<file path="config.mk">
export PLATFORM = sky130hd
export DESIGN_NAME = i2c_master_controller
export DESIGN_NICKNAME = d
export VERILOG_FILES = /design/src/design/i2cm_pkg.sv /design/src/design/i2cm_cfg.sv /design/src/design/i2c_master_controller.sv
export SDC_FILE = /design/constraint.sdc
export NUM_CORES = 2
export LEC_CHECK = 0
export ABC_AREA = 1
export ABC_CLOCK_PERIOD_IN_PS = 13900
export BUFFER_PORTS_ARGS = -buffer_cell sky130_fd_sc_hd__buf_2
export CORE_MARGIN = 5
export CORE_UTILIZATION = 50
export CTS_CLUSTER_SIZE = 30
export DETAILED_ROUTE_END_ITERATION = 10
export GPL_TIMING_DRIVEN = 0
export PLACE_DENSITY = 0.74
export SYNTH_ARGS = -nofsm -noshare
export SYNTH_HDL_FRONTEND = slang
export SYNTH_SLANG_ARGS = --single-unit
export TNS_END_PERCENT = 10
</file>
<file path="constraint.sdc">
create_clock -name clk -period 13.9 [get_ports clk]
set_clock_uncertainty 0.1 [all_clocks]
set_input_delay 0.695 -clock clk [delete_from_list [all_inputs] [get_ports clk]]
set_output_delay 0.695 -clock clk [all_outputs]
set_load 0.01 [all_outputs]
</file>
<file path="src/design/i2cm_pkg.sv">
package i2cm_pkg;

  localparam int StepsPerCycle = 4;

  localparam logic [1:0] MODE_TICK  = 2'd0;
  localparam logic [1:0] MODE_BEGIN = 2'd1;
  localparam logic [1:0] MODE_BYTE  = 2'd2;

  localparam logic [1:0] KIND_WRITE     = 2'd0;
  localparam logic [1:0] KIND_READ      = 2'd1;
  localparam logic [1:0] KIND_REG_WRITE = 2'd2;
  localparam logic [1:0] KIND_REG_READ  = 2'd3;

  localparam logic [2:0] STATUS_OK       = 3'd0;
  localparam logic [2:0] STATUS_BUS_ERR  = 3'd1;
  localparam logic [2:0] STATUS_ADDR_NAK = 3'd2;
  localparam logic [2:0] STATUS_DATA_NAK = 3'd3;
  localparam logic [2:0] STATUS_UNSUPP   = 3'd4;

  localparam logic [1:0] RAW_8  = 2'd0;
  localparam logic [1:0] RAW_16 = 2'd1;

  localparam logic [2:0] CFG_DEV_ADDR = 3'd0;
  localparam logic [2:0] CFG_TEN_BIT  = 3'd1;
  localparam logic [2:0] CFG_RAW      = 3'd2;
  localparam logic [2:0] CFG_HALF     = 3'd3;
  localparam logic [2:0] CFG_STR_EN   = 3'd4;
  localparam logic [2:0] CFG_STR_TO   = 3'd5;

  localparam logic [7:0] ACK_BYTE  = 8'h00;
  localparam logic [7:0] NACK_BYTE = 8'h80;

  typedef enum logic [4:0] {
    P_IDLE, P_ST1, P_ST2, P_ST3, P_RS1, P_RS2, P_RS3, P_RS4,
    P_SP0, P_SP1, P_SP2, P_SP3, P_SP4, P_SP5,
    P_WB0, P_WB1, P_WB2, P_WB3, P_RBD, P_RB1, P_RB2, P_RB3, P_NEXT, P_REQ
  } phase_t;

  typedef enum logic [2:0] {
    S_A1, S_A2, S_AFTER, S_RLO, S_RDONE, S_RA, S_DW, S_DR
  } stage_t;

  typedef struct packed {
    logic [1:0]  mode;
    logic [1:0]  kind;
    logic [15:0] reg_addr;
    logic [15:0] byte_count;
    logic [7:0]  write_byte;
    logic        scl_level;
    logic        sda_level;
  } in_t;

  typedef struct packed {
    logic       scl_drive;
    logic       sda_drive;
    logic [7:0] read_byte;
    logic       read_valid;
    logic       byte_request;
    logic       busy_res;
    logic       done_res;
    logic [2:0] status;
  } out_t;

  typedef struct packed {
    logic [9:0]  device_address;
    logic        ten_bit_address;
    logic [1:0]  reg_addr_width;
    logic [15:0] half_period;
    logic        stretch_enable;
    logic [15:0] stretch_timeout;
  } cfg_t;

endpackage

</file>
<file path="src/design/i2cm_cfg.sv">
module i2cm_cfg (
  input  logic              clk,
  input  logic              rst,
  input  logic              cfg_valid,
  output logic              cfg_ready,
  input  logic [2:0]        cfg_index,
  input  logic [15:0]       cfg_data,
  output i2cm_pkg::cfg_t    cfg
);
  import i2cm_pkg::*;

  assign cfg_ready = 1'b1;

  always_ff @(posedge clk) begin
    if (rst) begin
      cfg.device_address  <= '0;
      cfg.ten_bit_address <= 1'b0;
      cfg.reg_addr_width  <= RAW_8;
      cfg.half_period     <= 16'd5;
      cfg.stretch_enable  <= 1'b0;
      cfg.stretch_timeout <= 16'd1000;
    end else if (cfg_valid && cfg_ready) begin
      unique case (cfg_index)
        CFG_DEV_ADDR: cfg.device_address  <= cfg_data[9:0];
        CFG_TEN_BIT:  cfg.ten_bit_address <= cfg_data[0];
        CFG_RAW:      cfg.reg_addr_width  <= cfg_data[1:0];
        CFG_HALF:     cfg.half_period     <= cfg_data;
        CFG_STR_EN:   cfg.stretch_enable  <= cfg_data[0];
        CFG_STR_TO:   cfg.stretch_timeout <= cfg_data;
        default: ;
      endcase
    end
  end

endmodule

</file>
<file path="src/design/i2c_master_controller.sv">
// I2C master, bit level, open drain: a drive of 1 releases the line, 0 pulls it low.
// Input channel (in_valid, in_stall, in_data): each transfer is one item. A tick item
// stands for one microsecond of bus time and carries the sampled SCL and SDA levels.
// A begin item latches a transaction and a byte item supplies a requested write byte.
// Output channel (out_valid, out_stall, out_data): exactly one result per item, with
// the line drives, any received byte and the busy, done and status flags.
// Configuration channel (cfg_valid, cfg_ready, cfg_index, cfg_data) is always ready;
// the user must write it only while the block is idle, as the block does not enforce this.
// The bus actions of a tick are run four sequencer steps per cycle. With a nonzero
// half_period they always fit in one pass, so the result is registered on the same edge
// that accepts the item, and one item is taken every cycle unless the output stalls.
// With half_period zero a tick can clock a whole byte, up to 43 steps; the block then
// keeps stepping with in_stall high before the result is registered.
// While the output is stalled with a result waiting, in_stall is high and no item
// is taken; nothing is lost. Reset releases both lines, returns to idle and loads
// the register defaults.
module i2c_master_controller (
  input  logic              clk,
  input  logic              rst,
  input  logic              in_valid,
  output logic              in_stall,
  input  i2cm_pkg::in_t     in_data,
  output logic              out_valid,
  input  logic              out_stall,
  output i2cm_pkg::out_t    out_data,
  input  logic              cfg_valid,
  output logic              cfg_ready,
  input  logic [2:0]        cfg_index,
  input  logic [15:0]       cfg_data
);
  import i2cm_pkg::*;

  typedef struct packed {
    phase_t      phase;
    stage_t      stage;
    logic [3:0]  bit_index;
    logic [7:0]  shift_byte;
    logic [15:0] delay_count;
    logic [15:0] stretch_count;
    logic [15:0] bytes_left;
    logic [1:0]  held_kind;
    logic [15:0] held_reg_addr;
    logic [2:0]  held_status;
    logic        scl_d;
    logic        sda_d;
    logic        rx_mode;
    logic        addr_flag;
  } core_t;

  typedef struct packed {
    core_t      s;
    logic [7:0] out_byte;
    logic       out_vld;
    logic       out_done;
    logic       stop;
  } step_t;

  cfg_t  cfg;
  core_t core;
  core_t core_next;
  step_t x;
  step_t work;
  step_t work_next;
  logic  stepping;
  logic  finish;
  logic  accept;

  i2cm_cfg u_cfg (
    .clk       (clk),
    .rst       (rst),
    .cfg_valid (cfg_valid),
    .cfg_ready (cfg_ready),
    .cfg_index (cfg_index),
    .cfg_data  (cfg_data),
    .cfg       (cfg)
  );

  function automatic step_t f_go(step_t a, phase_t nxt, logic wait_en, cfg_t c);
    step_t r;
    r = a;
    r.s.phase = nxt;
    if (wait_en && c.half_period != 16'd0) begin
      r.s.delay_count = c.half_period;
      r.stop = 1'b1;
    end else begin
      r.stop = 1'b0;
    end
    return r;
  endfunction

  function automatic step_t f_send(step_t a, logic [7:0] b, logic is_addr, cfg_t c);
    step_t r;
    r = a;
    r.s.shift_byte = b;
    r.s.bit_index = 4'd0;
    r.s.rx_mode = 1'b0;
    r.s.addr_flag = is_addr;
    return f_go(r, P_WB0, 1'b1, c);
  endfunction

  function automatic step_t f_stretch(step_t a, cfg_t c, logic first, logic scl,
                                      phase_t nxt);
    step_t r;
    r = a;
    if (!c.stretch_enable) return f_go(r, nxt, 1'b1, c);
    if (!first) begin
      r.stop = 1'b1;
      return r;
    end
    if (scl || r.s.stretch_count >= c.stretch_timeout) begin
      r.s.stretch_count = 16'd0;
      return f_go(r, nxt, 1'b1, c);
    end
    r.s.stretch_count = r.s.stretch_count + 16'd1;
    r.stop = 1'b1;
    return r;
  endfunction

  function automatic step_t f_seq(step_t a, cfg_t c);
    step_t      r;
    logic [7:0] hi;
    logic [7:0] lo7;
    logic       dir;
    r   = a;
    hi  = {5'b11110, c.device_address[9:8], 1'b0};
    lo7 = {c.device_address[6:0], 1'b0};
    dir = (r.s.held_kind == KIND_READ) && !c.ten_bit_address;
    r.stop = 1'b0;
    unique case (r.s.stage)
      S_A1: begin
        if (c.ten_bit_address) begin
          r.s.stage = S_A2;
          r = f_send(r, hi, 1'b1, c);
        end else begin
          r.s.stage = S_AFTER;
          r = f_send(r, lo7 | {7'd0, dir}, 1'b1, c);
        end
      end
      S_A2: begin
        r.s.stage = S_AFTER;
        r = f_send(r, c.device_address[7:0], 1'b1, c);
      end
      S_AFTER: begin
        if (r.s.held_kind == KIND_WRITE) begin
          r.s.stage = S_DW;
        end else if (r.s.held_kind == KIND_READ) begin
          if (c.ten_bit_address) begin
            r.s.stage = S_RA;
            r = f_go(r, P_RS1, 1'b1, c);
          end else begin
            r.s.stage = S_DR;
          end
        end else if (c.reg_addr_width == RAW_8) begin
          r.s.stage = S_RDONE;
          r = f_send(r, r.s.held_reg_addr[7:0], 1'b0, c);
        end else if (c.reg_addr_width == RAW_16) begin
          r.s.stage = S_RLO;
          r = f_send(r, r.s.held_reg_addr[15:8], 1'b0, c);
        end else begin
          r.s.held_status = STATUS_UNSUPP;
          r = f_go(r, P_SP0, 1'b0, c);
        end
      end
      S_RLO: begin
        r.s.stage = S_RDONE;
        r = f_send(r, r.s.held_reg_addr[7:0], 1'b0, c);
      end
      S_RDONE: begin
        if (r.s.held_kind == KIND_REG_READ) begin
          r.s.stage = S_RA;
          r = f_go(r, P_RS1, 1'b1, c);
        end else begin
          r.s.stage = S_DW;
        end
      end
      S_RA: begin
        r.s.stage = S_DR;
        if (c.ten_bit_address) r = f_send(r, hi | 8'h01, 1'b1, c);
        else r = f_send(r, lo7 | 8'h01, 1'b1, c);
      end
      S_DW: begin
        if (r.s.bytes_left == 16'd0) begin
          r = f_go(r, P_SP0, 1'b0, c);
        end else begin
          r.s.phase = P_REQ;
          r.stop = 1'b1;
        end
      end
      S_DR: begin
        if (r.s.bytes_left == 16'd0) begin
          r = f_go(r, P_SP0, 1'b0, c);
        end else begin
          r.s.sda_d = 1'b1;
          r.s.rx_mode = 1'b1;
          r.s.bit_index = 4'd0;
          r.s.shift_byte = 8'd0;
          r = f_go(r, P_RB1, 1'b1, c);
        end
      end
      default: ;
    endcase
    return r;
  endfunction

  function automatic step_t f_step(step_t a, cfg_t c, logic first, logic scl, logic sda);
    step_t r;
    r = a;
    unique case (r.s.phase)
      P_ST1: begin
        r.s.scl_d = 1'b1;
        r = f_go(r, P_ST2, 1'b1, c);
      end
      P_ST2: begin
        if (!first) begin
          r.stop = 1'b1;
        end else if (!sda || !scl) begin
          r.s.held_status = STATUS_BUS_ERR;
          r = f_go(r, P_SP0, 1'b0, c);
        end else begin
          r.s.sda_d = 1'b0;
          r = f_go(r, P_ST3, 1'b1, c);
        end
      end
      P_ST3: begin r.s.scl_d = 1'b0; r = f_go(r, P_NEXT, 1'b0, c); end
      P_RS1: begin r.s.sda_d = 1'b1; r = f_go(r, P_RS2, 1'b1, c); end
      P_RS2: begin r.s.scl_d = 1'b1; r = f_go(r, P_RS3, 1'b1, c); end
      P_RS3: begin r.s.sda_d = 1'b0; r = f_go(r, P_RS4, 1'b1, c); end
      P_RS4: begin r.s.scl_d = 1'b0; r = f_go(r, P_NEXT, 1'b0, c); end
      P_SP0: begin r.s.scl_d = 1'b0; r = f_go(r, P_SP1, 1'b1, c); end
      P_SP1: begin r.s.sda_d = 1'b0; r = f_go(r, P_SP2, 1'b1, c); end
      P_SP2: begin r.s.scl_d = 1'b1; r = f_go(r, P_SP3, 1'b0, c); end
      P_SP3: r = f_stretch(r, c, first, scl, P_SP4);
      P_SP4: begin r.s.sda_d = 1'b1; r = f_go(r, P_SP5, 1'b1, c); end
      P_SP5: begin
        r.s.phase = P_IDLE;
        r.out_done = 1'b1;
        r.stop = 1'b1;
      end
      P_WB0: begin r.s.sda_d = r.s.shift_byte[7]; r = f_go(r, P_WB1, 1'b1, c); end
      P_WB1: begin r.s.scl_d = 1'b1; r = f_go(r, P_WB2, 1'b0, c); end
      P_WB2: r = f_stretch(r, c, first, scl, P_WB3);
      P_WB3: begin
        r.s.scl_d = 1'b0;
        r.s.shift_byte = {r.s.shift_byte[6:0], 1'b0};
        r.s.bit_index = r.s.bit_index + 4'd1;
        if (r.s.bit_index < 4'd8) begin
          r = f_go(r, P_WB0, 1'b1, c);
        end else if (r.s.rx_mode) begin
          r.s.bytes_left = r.s.bytes_left - 16'd1;
          r = f_go(r, P_NEXT, 1'b1, c);
        end else begin
          r.s.sda_d = 1'b1;
          r = f_go(r, P_RBD, 1'b1, c);
        end
      end
      P_RBD: r = f_go(r, P_RB1, 1'b1, c);
      P_RB1: begin r.s.scl_d = 1'b1; r = f_go(r, P_RB2, 1'b0, c); end
      P_RB2: r = f_stretch(r, c, first, scl, P_RB3);
      P_RB3: begin
        if (!first) begin
          r.stop = 1'b1;
        end else begin
          r.s.scl_d = 1'b0;
          if (r.s.rx_mode) begin
            r.s.shift_byte = {r.s.shift_byte[6:0], sda};
            r.s.bit_index = r.s.bit_index + 4'd1;
            if (r.s.bit_index < 4'd8) begin
              r = f_go(r, P_RB1, 1'b1, c);
            end else begin
              r.out_byte = r.s.shift_byte;
              r.out_vld = 1'b1;
              r.s.shift_byte = (r.s.bytes_left > 16'd1) ? ACK_BYTE : NACK_BYTE;
              r.s.bit_index = 4'd7;
              r = f_go(r, P_WB0, 1'b1, c);
            end
          end else if (sda) begin
            r.s.held_status = r.s.addr_flag ? STATUS_ADDR_NAK : STATUS_DATA_NAK;
            r = f_go(r, P_SP0, 1'b0, c);
          end else begin
            r = f_go(r, P_NEXT, 1'b0, c);
          end
        end
      end
      P_NEXT: r = f_seq(r, c);
      default: r.stop = 1'b1;
    endcase
    return r;
  endfunction

  assign in_stall = stepping || (out_valid && out_stall);
  assign accept   = in_valid && !in_stall;

  always_comb begin
    x = '0;
    x.s = core;
    unique case (in_data.mode)
      MODE_BEGIN: begin
        if (core.phase == P_IDLE) begin
          x.s.held_kind = in_data.kind;
          x.s.held_reg_addr = in_data.reg_addr;
          x.s.bytes_left = in_data.byte_count;
          x.s.held_status = STATUS_OK;
          x.s.stage = S_A1;
          x.s.stretch_count = 16'd0;
          x.s.sda_d = 1'b1;
          x = f_go(x, P_ST1, 1'b1, cfg);
        end
      end
      MODE_BYTE: begin
        if (core.phase == P_REQ) begin
          x.s.bytes_left = core.bytes_left - 16'd1;
          x = f_send(x, in_data.write_byte, 1'b0, cfg);
        end
      end
      MODE_TICK: begin
        if (core.delay_count != 16'd0) begin
          x.s.delay_count = core.delay_count - 16'd1;
          x.stop = (x.s.delay_count != 16'd0);
        end
      end
      default: ;
    endcase
    if (in_data.mode != MODE_TICK) x.stop = 1'b1;
    work_next = stepping ? work : x;
    for (int k = 0; k < StepsPerCycle; k++) begin
      if (!work_next.stop) begin
        work_next = f_step(work_next, cfg, !stepping && (k == 0), in_data.scl_level,
                           in_data.sda_level);
      end
    end
    core_next = work_next.s;
    finish = (accept || stepping) && work_next.stop;
  end

  always_ff @(posedge clk) begin
    if (rst) begin
      core <= '{phase: P_IDLE, stage: S_A1, bit_index: '0, shift_byte: '0,
                delay_count: '0, stretch_count: '0, bytes_left: '0, held_kind: '0,
                held_reg_addr: '0, held_status: '0, scl_d: 1'b1, sda_d: 1'b1,
                rx_mode: 1'b0, addr_flag: 1'b0};
      out_valid <= 1'b0;
      stepping <= 1'b0;
    end else begin
      if (finish) begin
        core <= core_next;
        out_valid <= 1'b1;
      end else if (!out_stall) begin
        out_valid <= 1'b0;
      end
      if (accept && !work_next.stop) begin
        stepping <= 1'b1;
      end else if (finish) begin
        stepping <= 1'b0;
      end
    end
  end

  always_ff @(posedge clk) begin
    if (accept || stepping) begin
      work <= work_next;
    end
    if (finish) begin
      out_data.scl_drive    <= core_next.scl_d;
      out_data.sda_drive    <= core_next.sda_d;
      out_data.read_byte    <= work_next.out_byte;
      out_data.read_valid   <= work_next.out_vld;
      out_data.byte_request <= (core_next.phase == P_REQ);
      out_data.busy_res     <= (core_next.phase != P_IDLE);
      out_data.done_res     <= work_next.out_done;
      out_data.status       <= core_next.held_status;
    end
  end

`ifndef SYNTHESIS
  a_done_idle: assert property (@(posedge clk) disable iff (rst)
    out_valid && out_data.done_res |-> !out_data.busy_res)
    else $error("done reported while still busy");
  a_req_busy: assert property (@(posedge clk) disable iff (rst)
    out_valid && out_data.byte_request |-> out_data.busy_res)
    else $error("byte request outside a transaction");
  a_read_zero: assert property (@(posedge clk) disable iff (rst)
    out_valid && !out_data.read_valid |-> out_data.read_byte == 8'd0)
    else $error("read byte set without a received byte");
  a_idle_released: assert property (@(posedge clk) disable iff (rst)
    core.phase == P_IDLE && $past(accept) |-> core.scl_d && core.sda_d)
    else $error("line held low while idle");
`endif

endmodule

</file>
==> results.tsv <==
metric	value	unit
status	completed	
CTS H-Tree Depth	1	
Finished Cell Area	31700	um2
Post-synth ARST share	0	
final WL	146000	um
critical path data arrival time	13.61	ns
Fin. Hold Viols	0	
hold path depth	3	
cts bufs inserted	27	
Worst EP required	14.11	ns
Mapped Area	29300	um2
Yosys reg bits	262	
hold endpoint	u_cfg.cfg[10]	
Max Fanout on Critical Path	28	
Initial DRT Pass Iterations	10	
first-pass GRT wire length	212000	um
die height	252	um
FF-to-FF Start	stepping	
XOR/XNOR Fraction of Synth Area	0.00359	
CTS tree	built	
initial antenna violation count	3	
gpl congestion	1.11	
Fmax	74.7	MHz
Min Clock Period, post-route	13.39	ns
vias in the first global route	33600	
Worst-Skew Late Latency	0.57	ns
Worst-Margin Slew	1.38	ns
cells after synthesis	5075	
RSZ-0062 raised after global routing	no	
Nets	5293	
Setup crit start kind	flip-flop	
die width	252	um
detailed-route vias per instance	6.33	
reg2reg path depth	50	
CP Capture Type	flip-flop	
# clock sinks	262	
Max Cap Violations	0	
register area share after synthesis	0.221	
post-synth top area cell	nand2_1	
Clock Tree Buf Depth	3	
R2R Setup Slk	0.51	ns
peak supply drop	0.114	mV
Distinct cells, synth	79	
Post-CTS Hold Buffers	0	
worst hold start	cfg_data[10]	
utilization after layout	0.548	
Mean Syn Cell Area	5.76	um2
Post-Synth Simple-Gate Area	0.434	
Synth area leaders	nand2_1 20%, edfxtp_1 12%, dfxtp_1 9.6%	
post-synthesis mux area share	0.000342	
Max-slew headroom	0.0693	
hpwl dp	117000	um
DR iter-0 viols	5970	
adder-cell share of the synthesized area	0.0141	
placed cell area	30700	um2
CTS clk-pin slew, worst paths	0.07	ns
Vias	37900	
Synth Flop Type	dfxtp_1	
largest net degree at the start of global routing	59	
most frequent CP cell	nand2_1	
WL/cell	24.5	um
WS Path Type	reg -> reg	
GRT Overall Usage	0.434	
RR Endpoint	out_data[16]	
final setup TNS	0	ns
Total Die Area	63400	um2
Starting Density	0.506	
Syn. warnings	0	
Synthesized Nets	5178	
layout cell share with drive strength beyond 1	0.105	
Syn-to-layout area delta	8.37	%
pwr dens	86.5	nW/um2
max incr delay on CP	0.51	ns
row count	88	
Setup violations, final	0	
area share of the largest cell type after synthesis	0.196	
crit share post-route	0.964	
Hold Path Class	in -> reg	
complex-gate fraction of the synthesized area	0.216	
GR Overflow Total	0	
Final ANT Viol Nets	0	
largest family of logic cells by synthesized area	simple AND/OR/NAND/NOR gates	
Post-synth EDFFs	121	
I/O pins	90	
Root Buffer	clkbuf_16	
max-slew violation count	0	
core area	57800	um2
leakage power	14.9	nW
Port Buf Inserts	88	
post-route DRC violation count	0	
CP max-delay cell	buf_2	
flip-flops by register name, indices dropped and copies added (netlist names):
register,flops
out_valid,1
out_data,17
core,93
stepping,1
work,104
u_cfg.cfg,46
worst max-delay path: cells and delay by family, from the launching register on:
kind | cells | cell delay, ns
simple gates | 26 | 5.63
buf+inv | 15 | 5.12
compound gates | 7 | 1.41
fa+ha+maj | 2 | 0.50
flops | 1 | 0.30
placed cells by master, fill, tap and decap left out, drive strengths merged, types with 8 or more instances in the layout:
| master | count |
|---|---|
| a31oi | 11 |
| o21ai | 499 |
| or2 | 19 |
| nor2 | 745 |
| nand2 | 1613 |
| clkbuf | 111 |
| a21oi | 296 |
| a211oi | 15 |
| nand4 | 102 |
| o21a | 15 |
| dfxtp | 141 |
| nand3b | 8 |
| nand3 | 401 |
| buf | 186 |
| ha | 33 |
| edfxtp | 121 |
| o2111ai | 13 |
| o211ai | 79 |
| inv | 564 |
| o22ai | 47 |
| nor3 | 39 |
| o31ai | 8 |
| a22oi | 36 |
| a21boi | 18 |
| clkinv | 8 |
| o221ai | 20 |
| xor2 | 10 |
worst max path at each step:
| stage | from | end | slack [ns] | depth (start not counted) |
|---|---|---|---|---|
| 6_report | stepping | out_data[16] | 0.51 | 50 |
| 5_1_grt | stepping | core[2] | 0.22 | 54 |
| 4_1_cts | stepping | core[2] | 0.28 | 51 |
| 3_5_place_dp | stepping | core[2] | -2.08 | 57 |
| 3_3_place_gp | stepping | out_data[15] | -2.12 | 51 |
| 2_1_floorplan | stepping | out_data[0] | 4.51 | 64 |
per-stage QoR:
| stage | cells | hold WS [ns] | setup WS [ns] | power [mW] |
|---|---|---|---|---|
| after global routing | 5976 | 0.357 | 0.222 | 2.84 |
| after detailed placement | 5929 | 0.357 | -2.08 | 1.87 |
| after global placement | 5928 | 0.350 | -2.12 | 1.86 |
| after CTS | 5977 | 0.337 | 0.277 | 2.69 |
| after floorplan | 5075 | 0.335 | 4.51 | 1.54 |
| final | 5978 | 0.346 | 0.506 | 2.74 |
area by class of cell:
cell class / instances / area (um2)
Antenna cell: 2 / 5.00
Buffer: 175 / 1110
Clock buffer: 32 / 747
Clock inverter: 18 / 263
Fill cell: 6097 / 26100
Inverter: 566 / 2140
Multi-Input combinational cell: 4068 / 19500
Sequential cell: 262 / 6460
Tap cell: 765 / 957
Timing Repair Buffer: 90 / 475
cell families after synthesis:
kind of cell | count (synthesis)
compound gates | 1085
xor+xnor | 12
fa+ha+maj | 33
buf+inv | 745
flops | 262
mux | 1
other cells | 1
simple gates | 2936
synth_stat cells, types with 29 or more instances:
library cell / n
nand3_1: 375
o21ai_0: 444
inv_1: 491
dfxtp_1: 141
nor3_1: 35
buf_2: 29
o21ai_1: 51
o22ai_1: 47
nor2_1: 667
nand2_1: 1531
nand4_1: 101
nand2_2: 67
edfxtp_1: 121
a21oi_1: 274
clkbuf_1: 77
ha_1: 33
o211ai_1: 79
inv_2: 66
nor2_2: 56
a22oi_1: 36
what timing repair did:
action                                  in CTS  in global routing
gates resized for setup                      3                  9
pin swaps                                    1                  0
buffers inserted                             1                  0
endpoints found under the setup margin     181                175
hold endpoints to repair                     0                  0
where the power goes:
group	internal (mW)	switching [mW]
clock network	0.498	0.340
logic	0.258	0.749
registers	0.866	0.0291
per-layer routing:
layer | GRT usage | up-vias | wire length (um)
li1 | - | 17100 | -
met1 | 0.558 | 17400 | 54100
met2 | 0.660 | 2785 | 61700
met3 | 0.0986 | 608 | 18400
met4 | 0.272 | 6 | 11900
met5 | 0 | - | 40
No activity file was read; power rests on OpenSTA's default activity.
